### src/design/rf_phase_calibration_unit_macros.svh
// Assertion macros for the phase calibration unit.
// Expects clk_i and rst_ni in the scope of the user; no other dependencies.
`ifndef RF_PHASE_CALIBRATION_UNIT_MACROS_SVH
`define RF_PHASE_CALIBRATION_UNIT_MACROS_SVH

// Same-cycle implication, disabled while in reset
`define RPC_ASSERT_IMPL(lbl, ante, cons, msg) \
  lbl: assert property (@(posedge clk_i) disable iff (!rst_ni) (ante) |-> (cons)) \
    else $error(msg);

// Next-cycle implication, disabled while in reset
`define RPC_ASSERT_NEXT(lbl, ante, cons, msg) \
  lbl: assert property (@(posedge clk_i) disable iff (!rst_ni) (ante) |=> (cons)) \
    else $error(msg);

`endif

### src/design/rpc_pkg.sv
// Shared constants, types and helper functions of the phase calibration unit.
// No dependencies.
package rpc_pkg;

  localparam int PHASE_FRAC_BITS = 16;
  localparam int COEFF_FRAC_BITS = 40;
  localparam int DATA_W          = 64;
  localparam int GOLD_W          = 26;
  localparam int NUM_COEFF       = 6;
  localparam int CFG_IDX_W       = 3;

  // 360 degrees = 45 * 8, raw scale is 45 / 4096 degrees per count
  localparam int RAW_SCALE   = 45;
  localparam int MOD_BASE    = 45;
  localparam int MOD_RECIP   = 23302;  // ceil(2^20 / 45)
  localparam int MOD_SHIFT   = 20;
  localparam int CHUNK_W     = 12;     // 2^12 = 1 mod 45
  localparam int CHUNK_SUM_W = 15;

  localparam int STEP_LAT   = 3;
  localparam int POLY_STEPS = 5;
  localparam int POLY_LAT   = STEP_LAT * POLY_STEPS;
  localparam int FRONT_LAT  = 3;
  localparam int WRAP_LAT   = 4;
  localparam int PIPE_LAT   = FRONT_LAT + POLY_LAT + 2 + WRAP_LAT;

  typedef enum logic [CFG_IDX_W-1:0] {
    REG_GOLD_OFFSET,
    REG_COEFF_0,
    REG_COEFF_1,
    REG_COEFF_2,
    REG_COEFF_3,
    REG_COEFF_4,
    REG_COEFF_5
  } cfg_reg_e;

  typedef logic [NUM_COEFF-1:0][DATA_W-1:0] coeff_set_t;

  // 2^n mod 45, evaluated at elaboration
  function automatic int pow2_mod(input int n);
    int r;
    r = 1;
    for (int i = 0; i < n; i++) begin
      r = (r * 2) % MOD_BASE;
    end
    return r;
  endfunction

endpackage

### src/design/rpc_wrap.sv
// Wide wrap to [-180,180) degrees in four stages: 12-bit chunk folding
// mod 45, reciprocal reduce, sign fix, range fold. Depends on rpc_pkg.
module rpc_wrap #(
  parameter int PHASE_FRAC_BITS = rpc_pkg::PHASE_FRAC_BITS,
  parameter int IN_W            = 66
) (
  input  logic                              clk_i,
  input  logic                              en_i,
  input  logic signed [IN_W-1:0]            v_i,
  output logic signed [PHASE_FRAC_BITS+8:0] phase_o
);

  localparam int LO_W    = PHASE_FRAC_BITS + 3;
  localparam int HW      = IN_W - LO_W;
  localparam int NCH     = (HW + rpc_pkg::CHUNK_W - 1) / rpc_pkg::CHUNK_W;
  localparam int PAD_W   = NCH * rpc_pkg::CHUNK_W;
  localparam int SW      = rpc_pkg::CHUNK_SUM_W;
  localparam int QW      = 2 * SW - rpc_pkg::MOD_SHIFT;
  localparam int NEG_ADJ = rpc_pkg::MOD_BASE - rpc_pkg::pow2_mod(HW);
  localparam int MW      = PHASE_FRAC_BITS + 10;
  localparam logic signed [MW-1:0] HALF = MW'(180) <<< PHASE_FRAC_BITS;
  localparam logic signed [MW-1:0] FULL = MW'(360) <<< PHASE_FRAC_BITS;

  logic [PAD_W-1:0] hi_pad;
  logic [SW-1:0]    sum_d, sum1_q, sum2_q;
  logic             neg1_q, neg2_q;
  logic [LO_W-1:0]  lo1_q, lo2_q, lo3_q;
  logic [2*SW-1:0]  qprod;
  logic [QW-1:0]    q2_q;
  logic [SW-1:0]    qm, r_full;
  logic [6:0]       r7;
  logic [5:0]       r3_q;
  logic signed [MW-1:0] m, m_w;
  logic signed [MW-2:0] phase_q;

  // stage 1: fold the part above the 8-degree grain in 12-bit chunks
  always_comb begin
    hi_pad = PAD_W'(v_i[IN_W-1:LO_W]);
    sum_d  = '0;
    for (int k = 0; k < NCH; k++) begin
      sum_d = sum_d + SW'(hi_pad[k*rpc_pkg::CHUNK_W +: rpc_pkg::CHUNK_W]);
    end
  end

  always_ff @(posedge clk_i) begin
    if (en_i) begin
      sum1_q <= sum_d;
      neg1_q <= v_i[IN_W-1];
      lo1_q  <= v_i[LO_W-1:0];
    end
  end

  // stage 2: quotient by 45 through the reciprocal
  assign qprod = (2*SW)'(sum1_q) * (2*SW)'(rpc_pkg::MOD_RECIP);

  always_ff @(posedge clk_i) begin
    if (en_i) begin
      q2_q   <= qprod[2*SW-1:rpc_pkg::MOD_SHIFT];
      sum2_q <= sum1_q;
      neg2_q <= neg1_q;
      lo2_q  <= lo1_q;
    end
  end

  // stage 3: remainder, then take back the two's complement weight
  always_comb begin
    qm     = SW'(q2_q) * SW'(rpc_pkg::MOD_BASE);
    r_full = sum2_q - qm;
    r7     = 7'(r_full[5:0]) + (neg2_q ? 7'(NEG_ADJ) : 7'd0);
    if (r7 >= 7'(rpc_pkg::MOD_BASE)) begin
      r7 = r7 - 7'(rpc_pkg::MOD_BASE);
    end
  end

  always_ff @(posedge clk_i) begin
    if (en_i) begin
      r3_q  <= r7[5:0];
      lo3_q <= lo2_q;
    end
  end

  // stage 4: [0,360) to [-180,180)
  always_comb begin
    m   = $signed({1'b0, r3_q, lo3_q});
    m_w = (m >= HALF) ? (m - FULL) : m;
  end

  always_ff @(posedge clk_i) begin
    if (en_i) begin
      phase_q <= m_w[MW-2:0];
    end
  end

  assign phase_o = phase_q;

endmodule

### config.mk
export PLATFORM = sky130hd
export DESIGN_NAME = rpc_wrap
export DESIGN_NICKNAME = d
export VERILOG_FILES = /design/src/design/rf_phase_calibration_unit_macros.svh /design/src/design/rpc_pkg.sv /design/src/design/rpc_wrap.sv
export SDC_FILE = /design/constraint.sdc
export NUM_CORES = 1
export LEC_CHECK = 0
export ABC_CLOCK_PERIOD_IN_PS = 4780
export BUFFER_PORTS_ARGS = -buffer_cell sky130_fd_sc_hd__buf_2
export CORE_ASPECT_RATIO = 0.8
export CORE_MARGIN = 2
export CORE_UTILIZATION = 54
export CTS_CLUSTER_DIAMETER = 150
export DETAILED_ROUTE_END_ITERATION = 10
export GPL_ROUTABILITY_DRIVEN = 0
export PLACE_DENSITY = 0.78
export RECOVER_POWER = 50
export SETUP_SLACK_MARGIN = 0.1
export SYNTH_ARGS = -nofsm -noshare
export SYNTH_HDL_FRONTEND = slang
export SYNTH_SLANG_ARGS = --single-unit
export TNS_END_PERCENT = 30
### constraint.sdc
create_clock -name clk_i -period 4.78 [get_ports clk_i]
set_input_delay 0.478 -clock clk_i [delete_from_list [all_inputs] [get_ports clk_i]]
set_output_delay 0.478 -clock clk_i [all_outputs]
set_load 0.01 [all_outputs]
; ---- Yosys cells after proc, flatten, opt, wreduce, memory -nomap -nowiden
; Index checks and enable logic that the tools add are counted.
[op_classes]
magnitude_cmp = 2
multipliers = 2
addsub = 7
mux = 3
[op_table]
columns = cell, count
row1 = "15-bit by 14-bit multiplier with 29-bit output, second input constant", 1
row2 = "25-bit by 24-bit >= comparator with 1-bit output, second input constant", 1
row3 = 25-bit 2-to-1 mux, 1
row4 = "25-bit subtractor, second input constant", 1
row5 = 14-bit by 11-bit adder with 15-bit output, 1
row6 = 13-bit by 12-bit adder with 14-bit output, 1
row7 = 12-bit by 12-bit adder with 13-bit output, 1
row8 = "10-bit by 6-bit multiplier with 6-bit output, second input constant", 1
row9 = 6-bit by 5-bit adder with 7-bit output, 1
row10 = "7-bit by 6-bit >= comparator with 1-bit output, second input constant", 1
row11 = 6-bit 2-to-1 mux, 1
row12 = 6-bit subtractor, 1
row13 = "6-bit subtractor, second input constant", 1
row14 = 5-bit 2-to-1 mux, 1
[totals]
reg_bits = 121
word_cells = 24

; ---- Longest topological paths before layout
; Gate-level depths: netlist of the first run.
[depth]
depth_word = 5
mapped_depth = 18
depth_no_buf = 18

; ---- Least setup slack after synthesis of the first run
; Ideal clock, no wire load.
[synth_timing]
path_kind = register -> register
startpoint = reg sum1_q[3]
endpoint = reg q2_q[5], data pin
period_less_slack_ns = 5.122
t_arrival_ns = 4.866
setup_slack_ns = -0.342
required_ns = 4.525
path_stages_with_launch = 17
cell_sequence = edfxtp_1 -> ha_1 -> ha_1 -> fa_1 -> fa_1 -> inv_1 -> fa_1 -> fa_1 -> inv_1 -> ha_1 -> o21ai_0 -> o21ai_0 -> o211ai_1 -> a41oi_1 -> a21o_1 -> or4b_1 -> and3_1
[synth_via]
elab_chain_len = 1
[synth_rtl]
columns = item, line
row1 = from (decl), rpc_wrap.sv:25  ; logic [SW-1:0] sum_d, sum1_q, sum2_q;
row2 = from (signal assigned), rpc_wrap.sv:47  ; sum1_q <= sum_d;
row3 = 15-bit by 14-bit multiplier with 29-bit output, rpc_wrap.sv:54  ; assign qprod = (2*SW)'(sum1_q) * (2*SW)'(rpc_pkg::MOD_RECIP);
row4 = via qprod[25], rpc_wrap.sv:28  ; logic [2*SW-1:0] qprod;
row5 = to (signal assigned), rpc_wrap.sv:58  ; q2_q <= qprod[2*SW-1:rpc_pkg::MOD_SHIFT];
row6 = to (decl), rpc_wrap.sv:29  ; logic [QW-1:0] q2_q;
; The timed path passes the listed nets, and every way through them passes these cells.
; A chain may end at the register's enable or synchronous reset.

; ---- Worst setup path after layout of the first run
[layout_timing]
startpoint = reg sum1_q[0]
endpoint = reg q2_q[5], data pin
; Same word-level chain as after synthesis.

==> flow_metrics.env, run 1 <==
export IMPL_cts_root_buf="clkbuf_16"
export IMPL_coreArea_sq_um=14900
export IMPL_cts_tree="yes"
export IMPL_slew_headroom_pct=31.7
export IMPL_slowest_stage="fa_1"
export IMPL_cts_hold_buffers=0
export IMPL_drt_initial_drc_count=221
export IMPL_cts_buffers=17
export IMPL_firstDrtPassIters=5
export IMPL_antenna_found_initial=0
export IMPL_cpLargestDelayFamily="adder cells"
export IMPL_cts_path_max_buffers=2
export IMPL_finalHoldViolations=0
export IMPL_fin_nets=1026
export IMPL_wl_um=16400
export IMPL_seq_area_frac_synth_pct=42.8
export IMPL_routedWlPerCell_um=17.0
export IMPL_critPathMaxStageDelay_ns=0.56
export IMPL_synthSimpleGateAreaFrac_pct=4.18
export IMPL_synth_compound_area_share_pct=6.56
export IMPL_skew_ns=0.0127
export IMPL_synth_nets=884
export IMPL_finalCritPeriodShare_pct=104
export IMPL_rsz0062_at_grt="true"
export IMPL_fin_crit_ns=4.96
export IMPL_maxSlewViolCount=0
export IMPL_io_buffers=92
export IMPL_synth_top_family_by_area="adder cells"
export IMPL_clk_pin_slew_ns=0.06
export IMPL_die_x_um=141
export IMPL_final_cell_area_sq_um=9860
export IMPL_path_buf_inv=1
export IMPL_synth_most_common_cell="ha_1"
export IMPL_row_count=40
export IMPL_cp_data_required_time_ns=4.95
export IMPL_critical_path_class="reg2reg"
export IMPL_avgViaCountPerCell=5.33
export IMPL_cts_max_level=4
export IMPL_grtUsageTotal_pct=21.8
export IMPL_synthCells=622
export IMPL_grt_pass1_wl_um=26900
export IMPL_max_freq_ghz=0.202
export IMPL_die_area_sq_um=16100
export IMPL_cts_sinks=116
export IMPL_muxShareOfSynthArea_pct=0.323
export IMPL_synth_edff_count=116
export IMPL_crit_path_end_kind="register"
export IMPL_tightest_slew_ns=1.02
export IMPL_synth_xor_area_share_pct=4.73
export IMPL_ys_seq_elements=116
export IMPL_async_reset_ff_share_pct=0
export IMPL_yosysUniqueCellTypes=51
export IMPL_io_pins=93
export IMPL_hpwlAfterDp_um=12100
export IMPL_drc=0
export IMPL_setup_viol=2
export IMPL_grt_overflow=0
export IMPL_syn_avg_cell_area_sq_um=13.1
export IMPL_layout_setup_ws_ns=-0.178
export IMPL_via_count=5146
export IMPL_start_kind="register"
export IMPL_grt_pass1_vias=5590
export IMPL_syn_to_final_growth_pct=21.0
export IMPL_post_dp_cell_area_sq_um=9070
export IMPL_violations="negative setup slack"
export IMPL_hold_path_class="in2reg"
export IMPL_synth_adder_area_share_pct=36.0
export IMPL_netlist_area_sq_um=8150
export IMPL_grt_max_degree=85
export IMPL_yosysWarnings=0
export IMPL_clk_latency_ns=0.42
export IMPL_drtAntennaViolNets=0
export IMPL_fillerInstances=987
export IMPL_start_util_pct=54.8
export IMPL_synth_top_area_share_pct=42.8
export IMPL_drive_gt1_share_pct=23.9
export IMPL_antenna_cells=0
export IMPL_critPathArrivalTime_ns=5.12
export IMPL_ys_flop_type="edfxtp_1"
export IMPL_crit_chain="buf_4 > ha_1 > xor2_2 > ha_1 > fa_1 > fa_1 > fa_1 > ha_1 > ha_4 > o21ai_2 > o21ai_1 > o211ai_1 > a41oi_2 > a21o_1 > or4b_1 > and3_1"
export IMPL_yosys_top_cells_count="ha_1 (127), inv_1 (119), edfxtp_1 (116), fa_1 (67), xnor2_1 (34)"
export IMPL_drv_cap=0
export IMPL_synth_area_top_cells="edfxtp_1 (43%), ha_1 (20%), fa_1 (16%)"
export IMPL_die_h_um=114
export IMPL_status="complete, but fails checks"
export IMPL_cp_max_fo=3
export IMPL_synth_top_area_cell="edfxtp_1"
cell usage in the layout (no fill, tap or decap), drive strengths merged, types with 2 or more instances in the layout:
master	instances
nor4	3
o211ai	4
buf	120
a41oi	2
ha	127
nor3	8
edfxtp	116
o22ai	2
mux2	2
a21o	9
o21ai	19
nor2b	3
and2	2
nand4	3
nor2	20
o311a	2
bufinv	2
a21oi	20
nand2b	2
or3	2
nand2	16
xnor2	34
clkbuf	20
nand3	5
a41o	2
clkinv	6
o21a	3
o21bai	3
xor2	10
fa	67
a211oi	2
inv	126
registers in the layout, indices dropped and copies added (netlist names), 6 cells and up:
signal   count
sum1_q      14
lo3_q       19
r3_q         6
sum2_q       6
phase_o     25
lo2_q       19
q2_q         6
lo1_q       19
final cells by class:
| type | count | area (sq um) | area share [%] |
|---|---|---|---|
| Clock inverter | 15 | 171 | 1.74 |
| Clock buffer | 17 | 425 | 4.32 |
| Multi-Input combinational cell | 387 | 4400 | 44.6 |
| Inverter | 119 | 447 | 4.53 |
| Tap cell | 189 | 236 | 2.40 |
| Timing Repair Buffer | 123 | 694 | 7.04 |
| Sequential cell | 116 | 3480 | 35.3 |
through the flow:
| stage | hold slack (ns) | setup slack (ns) | TNS, ns | cells | util, % |
|---|---|---|---|---|---|
| floorplan | 0.400 | -0.0162 | -0.0162 | 622 | - |
| global placement | 0.400 | -0.0469 | -0.0469 | 927 | 61.0 |
| detailed placement | 0.405 | -0.185 | -0.212 | 927 | 61.0 |
| CTS | 0.219 | -0.170 | -0.170 | 966 | 66.1 |
| global route | 0.225 | -0.347 | -0.709 | 966 | 66.3 |
| finish | 0.234 | -0.178 | -0.203 | 966 | 66.3 |
timing repair:
action                                  CTS  global route
gates resized for setup                  11             8
gates cloned                              0             0
pin swaps                                 9            10
buffers inserted                          7             0
endpoints found under the setup margin    4             5
routing by layer:
layer / part of all wire [%] / GRT usage, %
met5: 0 / 0
met4: 2.2 / 7.27
met1: 40 / 25.3
met3: 5.0 / 5.54
met2: 52 / 39.7
worst paths after layout:
path	start	end	slack (ns)	depth (start not counted)
setup / recovery	sum1_q[0]	q2_q[5]	-0.18	16
hold / removal	v_i[8]	lo1_q[8]	0.23	1
setup reg to reg	sum1_q[0]	q2_q[5]	-0.18	16
hold reg to reg	lo1_q[14]	lo2_q[14]	0.41	0
cells by family after synthesis:
| family | after synthesis |
|---|---|
| adder cells (fa/ha/maj) | 194 |
| flip-flops | 116 |
| AND/OR/NAND/NOR | 69 |
| multiplexers | 2 |
| XOR/XNOR | 44 |
| AO/OA/AOI/OAI | 78 |
| buffers and inverters | 119 |
Power of run 1 is left out: the tool's default activity adds up to more than one toggle a clock period on the data nets, which glitch-free logic cannot reach.
==> run 2: changes to the inputs <==
SETUP_SLACK_MARGIN = default   (was 0.1)
==> flow_metrics.env, run 2 (synthesis gave the netlist of run 1 again) <==
export IMPL_status="complete, but fails checks"
export IMPL_violations="negative setup slack"
export IMPL_critical_path_class="reg2reg"
export IMPL_start_util_pct=54.8
export IMPL_wl_um=16400
export IMPL_grt_pass1_wl_um=26900
export IMPL_routedWlPerCell_um=17.0
export IMPL_final_cell_mix="edfxtp_1 (116), ha_1 (115), inv_1 (114)"
export IMPL_syn_to_final_growth_pct=21.0
export IMPL_critPathMaxStageDelay_ns=0.56
export IMPL_cts_path_max_buffers=2
export IMPL_cpLargestDelayFamily="adder cells"
export IMPL_drc=0
export IMPL_die_x_um=141
export IMPL_fin_crit_ns=4.96
export IMPL_grtUsageTotal_pct=21.8
export IMPL_io_pins=93
export IMPL_clk_pin_slew_ns=0.06
export IMPL_rsz0062_at_grt="true"
export IMPL_drv_cap=0
export IMPL_cts_buffers=17
export IMPL_cts_max_level=4
export IMPL_hpwlAfterDp_um=12100
export IMPL_crit_path_end_kind="register"
export IMPL_drive_gt1_share_pct=23.8
export IMPL_skew_ns=0.0127
export IMPL_finalSetupTns_ns=-0.203
export IMPL_layout_setup_ws_ns=-0.178
export IMPL_finalCritPeriodShare_pct=104
export IMPL_path_buf_inv=1
export IMPL_die_h_um=114
export IMPL_slowest_stage="fa_1"
export IMPL_finalHoldViolations=0
export IMPL_avgViaCountPerCell=5.32
export IMPL_row_count=40
export IMPL_cp_data_required_time_ns=4.95
export IMPL_hold_path_class="in2reg"
export IMPL_drtAntennaViolNets=0
export IMPL_fin_nets=1026
export IMPL_grt_max_degree=85
export IMPL_max_freq_ghz=0.202
export IMPL_antenna_found_initial=0
export IMPL_final_common_cell="edfxtp_1"
export IMPL_via_count=5143
export IMPL_grt_overflow=0
export IMPL_start_kind="register"
export IMPL_grt_pass1_vias=5590
export IMPL_clk_latency_ns=0.42
export IMPL_critPathArrivalTime_ns=5.12
export IMPL_cts_tree="yes"
export IMPL_coreArea_sq_um=14900
export IMPL_firstDrtPassIters=5
export IMPL_tightest_slew_ns=1.02
export IMPL_largest_register_ffs=25
export IMPL_setup_viol=2
export IMPL_cts_root_buf="clkbuf_16"
export IMPL_drt_initial_drc_count=219
export IMPL_cp_max_fo=3
export IMPL_cts_sinks=116
export IMPL_io_buffers=92
export IMPL_crit_chain="buf_4 > ha_1 > xor2_2 > ha_1 > fa_1 > fa_1 > fa_1 > ha_1 > ha_4 > o21ai_2 > o21ai_1 > o211ai_1 > a41oi_2 > a21o_1 > or4b_1 > and3_1"
export IMPL_die_area_sq_um=16100
export IMPL_slew_headroom_pct=31.8
export IMPL_maxSlewViolCount=0
export IMPL_antenna_cells=0
-- run 2: per-layer routing --
metal,track usage [%],vias up,wire (um)
li1,-,2439,-
met1,25.3,2508,6630
met2,39.7,158,8610
met3,5.54,38,809
met4,7.27,0,355
met5,0,-,0
-- run 2: cell type report --
class	instances	area, sq um
sequential	116	3480
timing repair buffer	123	694
clock inverter	15	171
tap	189	236
multi-input combinational	387	4400
fill	987	5010
inverter	119	447
clock buffer	17	425
-- run 2: per-stage QoR --
stage	hold slack [ns]	cells	util (%)	worst slack (ns)	cell area (sq um)
after CTS	0.219	966	66.1	-0.170	9830
after global routing	0.225	966	66.3	-0.347	9860
final	0.234	966	66.3	-0.178	9860
after floorplan	0.400	622	-	-0.0162	8190
after detailed placement	0.405	927	61.0	-0.185	9070
after global placement	0.400	927	61.0	-0.0469	9070
-- run 2: worst paths after layout --
| check | end | startpoint | depth (start not counted) | slack [ns] |
|---|---|---|---|---|
| max reg2reg | q2_q[5] | sum1_q[0] | 16 | -0.18 |
| min reg2reg | lo2_q[14] | lo1_q[14] | 0 | 0.41 |
| max | q2_q[5] | sum1_q[0] | 16 | -0.18 |
| min | lo1_q[12] | v_i[12] | 1 | 0.23 |
-- run 2: repair_timing --
action,4_1_cts,5_1_grt
gates resized for setup,11,7
hold buffers,0,0
endpoints found under the setup margin,3,5
pin swaps,9,10
buffers inserted,7,0
Power of run 2 is left out for the same reason.
==> run 3: changes to the inputs <==
BUFFER_PORTS_ARGS = default   (was -buffer_cell sky130_fd_sc_hd__buf_2)
CORE_UTILIZATION = 59   (was 54)
DONT_BUFFER_PORTS = 1   (was default)
==> flow_metrics.env, run 3 (synthesis gave the netlist of run 1 again) <==
export IMPL_cts_buffers=17
export IMPL_io_buffers=0
export IMPL_skew_ns=0.00700
export IMPL_timing_rr_end="q2_q[5]"
export IMPL_rsz0062_at_grt="true"
export IMPL_cts_root_buf="clkbuf_16"
export IMPL_hpwlAfterDp_um=11300
export IMPL_layout_setup_ws_ns=-0.135
export IMPL_clk_pin_slew_ns=0.06
export IMPL_whs_ns=0.162
export IMPL_finalCritPeriodShare_pct=103
export IMPL_routedWlPerCell_um=18.2
export IMPL_crit_path_end_kind="register"
export IMPL_antenna_found_initial=0
export IMPL_syn_to_final_growth_pct=15.7
export IMPL_drv_cap=0
export IMPL_max_freq_ghz=0.203
export IMPL_cts_tree="yes"
export IMPL_clk_latency_ns=0.41
export IMPL_largest_register_ffs=25
export IMPL_antenna_cells=0
export IMPL_tightest_slew_ns=0.531
export IMPL_drtAntennaViolNets=0
export IMPL_crit_start="sum1_q[3]"
export IMPL_critical_path_class="reg2reg"
export IMPL_stdcell_count=869
export IMPL_final_common_cell="edfxtp_1"
export IMPL_cp_max_fo=2
export IMPL_slew_headroom_pct=64.3
export IMPL_firstDrtPassIters=5
export IMPL_coreArea_sq_um=13500
export IMPL_grt_overflow=0
export IMPL_grt_max_degree=117
export IMPL_cts_hold_buffers=0
export IMPL_ff2ff_path_depth=17
export IMPL_via_count=4821
export IMPL_status="complete, but fails checks"
export IMPL_finalHoldViolations=0
export IMPL_r2r_start="sum1_q[3]"
export IMPL_wl_um=15800
export IMPL_post_route_util_pct=69.8
export IMPL_start_util_pct=60.3
export IMPL_avgViaCountPerCell=5.55
export IMPL_io_pins=93
export IMPL_critPathArrivalTime_ns=5.08
export IMPL_cts_max_level=4
export IMPL_grt_pass1_vias=5037
export IMPL_grt_pass1_wl_um=24600
export IMPL_maxSlewViolCount=0
export IMPL_cp_data_required_time_ns=4.94
export IMPL_row_count=38
export IMPL_crit_end="q2_q[5]"
export IMPL_r2r_setup_slack_ns=-0.13
export IMPL_fin_crit_ns=4.91
export IMPL_hold_path_class="in2reg"
export IMPL_drive_gt1_share_pct=14.9
export IMPL_setup_viol=2
export IMPL_violations="negative setup slack"
export IMPL_start_kind="register"
export IMPL_numPlacedInstances=823
export IMPL_drt_initial_drc_count=313
export IMPL_final_cell_mix="edfxtp_1 (116), inv_1 (115), ha_1 (111)"
export IMPL_die_area_sq_um=14800
export IMPL_die_h_um=109
export IMPL_drc=0
export IMPL_cts_path_max_buffers=2
export IMPL_fin_nets=938
export IMPL_cts_sinks=116
export IMPL_die_x_um=135
export IMPL_grtUsageTotal_pct=22.0
run 3: per-layer routing:
layer  global-route usage [%]  vias to the layer above  wire, um
met5                        0                        -         0
met4                     7.96                        0       246
met3                     4.51                       33       701
met2                     39.3                      150      8240
met1                     26.8                     2368      6630
li1                         -                     2270         -
run 3: layout make-up:
class	count	area [sq um]
inverters	119	447
clock inverters	15	131
clock buffers	17	425
fillers	872	4080
well taps	180	225
repair buffers	35	267
flip-flops and latches	116	3480
multi-input cells	387	4450
run 3: metrics by stage:
| step | TNS (ns) | worst slack [ns] | area, sq um |
|---|---|---|---|
| 2_1_floorplan | -0.0162 | -0.0162 | 8190 |
| 3_3_place_gp | -0.0427 | -0.0427 | 8570 |
| 3_5_place_dp | -0.125 | -0.125 | 8570 |
| 4_1_cts | -0.117 | -0.115 | 9300 |
| 5_1_grt | -0.696 | -0.326 | 9430 |
| 6_report | -0.192 | -0.135 | 9430 |
run 3: how the worst min path moves through the flow:
| stage | from | endpoint | depth (start not counted) |
|---|---|---|---|
| 4_1_cts | v_i[5] | lo1_q[5] | 0 |
| 3_3_place_gp | lo1_q[3] | lo2_q[3] | 0 |
| 5_1_grt | v_i[17] | lo1_q[17] | 0 |
| 2_1_floorplan | lo1_q[0] | lo2_q[0] | 0 |
| 3_5_place_dp | lo1_q[10] | lo2_q[10] | 0 |
| 6_report | v_i[6] | lo1_q[6] | 0 |
run 3: worst max-delay path, cell delays in order, from the launching register on:
cell and delay (ns):
edfxtp_1 0.47, buf_6 0.17, ha_4 0.25, ha_4 0.24, fa_1 0.46, fa_1 0.49
inv_1 0.05, fa_1 0.46, fa_1 0.53, inv_2 0.06, ha_4 0.22, o21ai_2 0.13
o21ai_1 0.08, o211ai_1 0.13, a41oi_2 0.16, a21o_1 0.19, or4b_1 0.45, and3_1 0.15
run 3: timing repair:
| item | in CTS | in global routing |
|---|---|---|
| pin swaps | 18 | 17 |
| gates resized for setup | 10 | 15 |
| endpoints found under the setup margin | 1 | 5 |
| buffers inserted | 11 | 3 |
| endpoints found under the hold margin | 0 | 0 |
Power of run 3 is left out for the same reason.
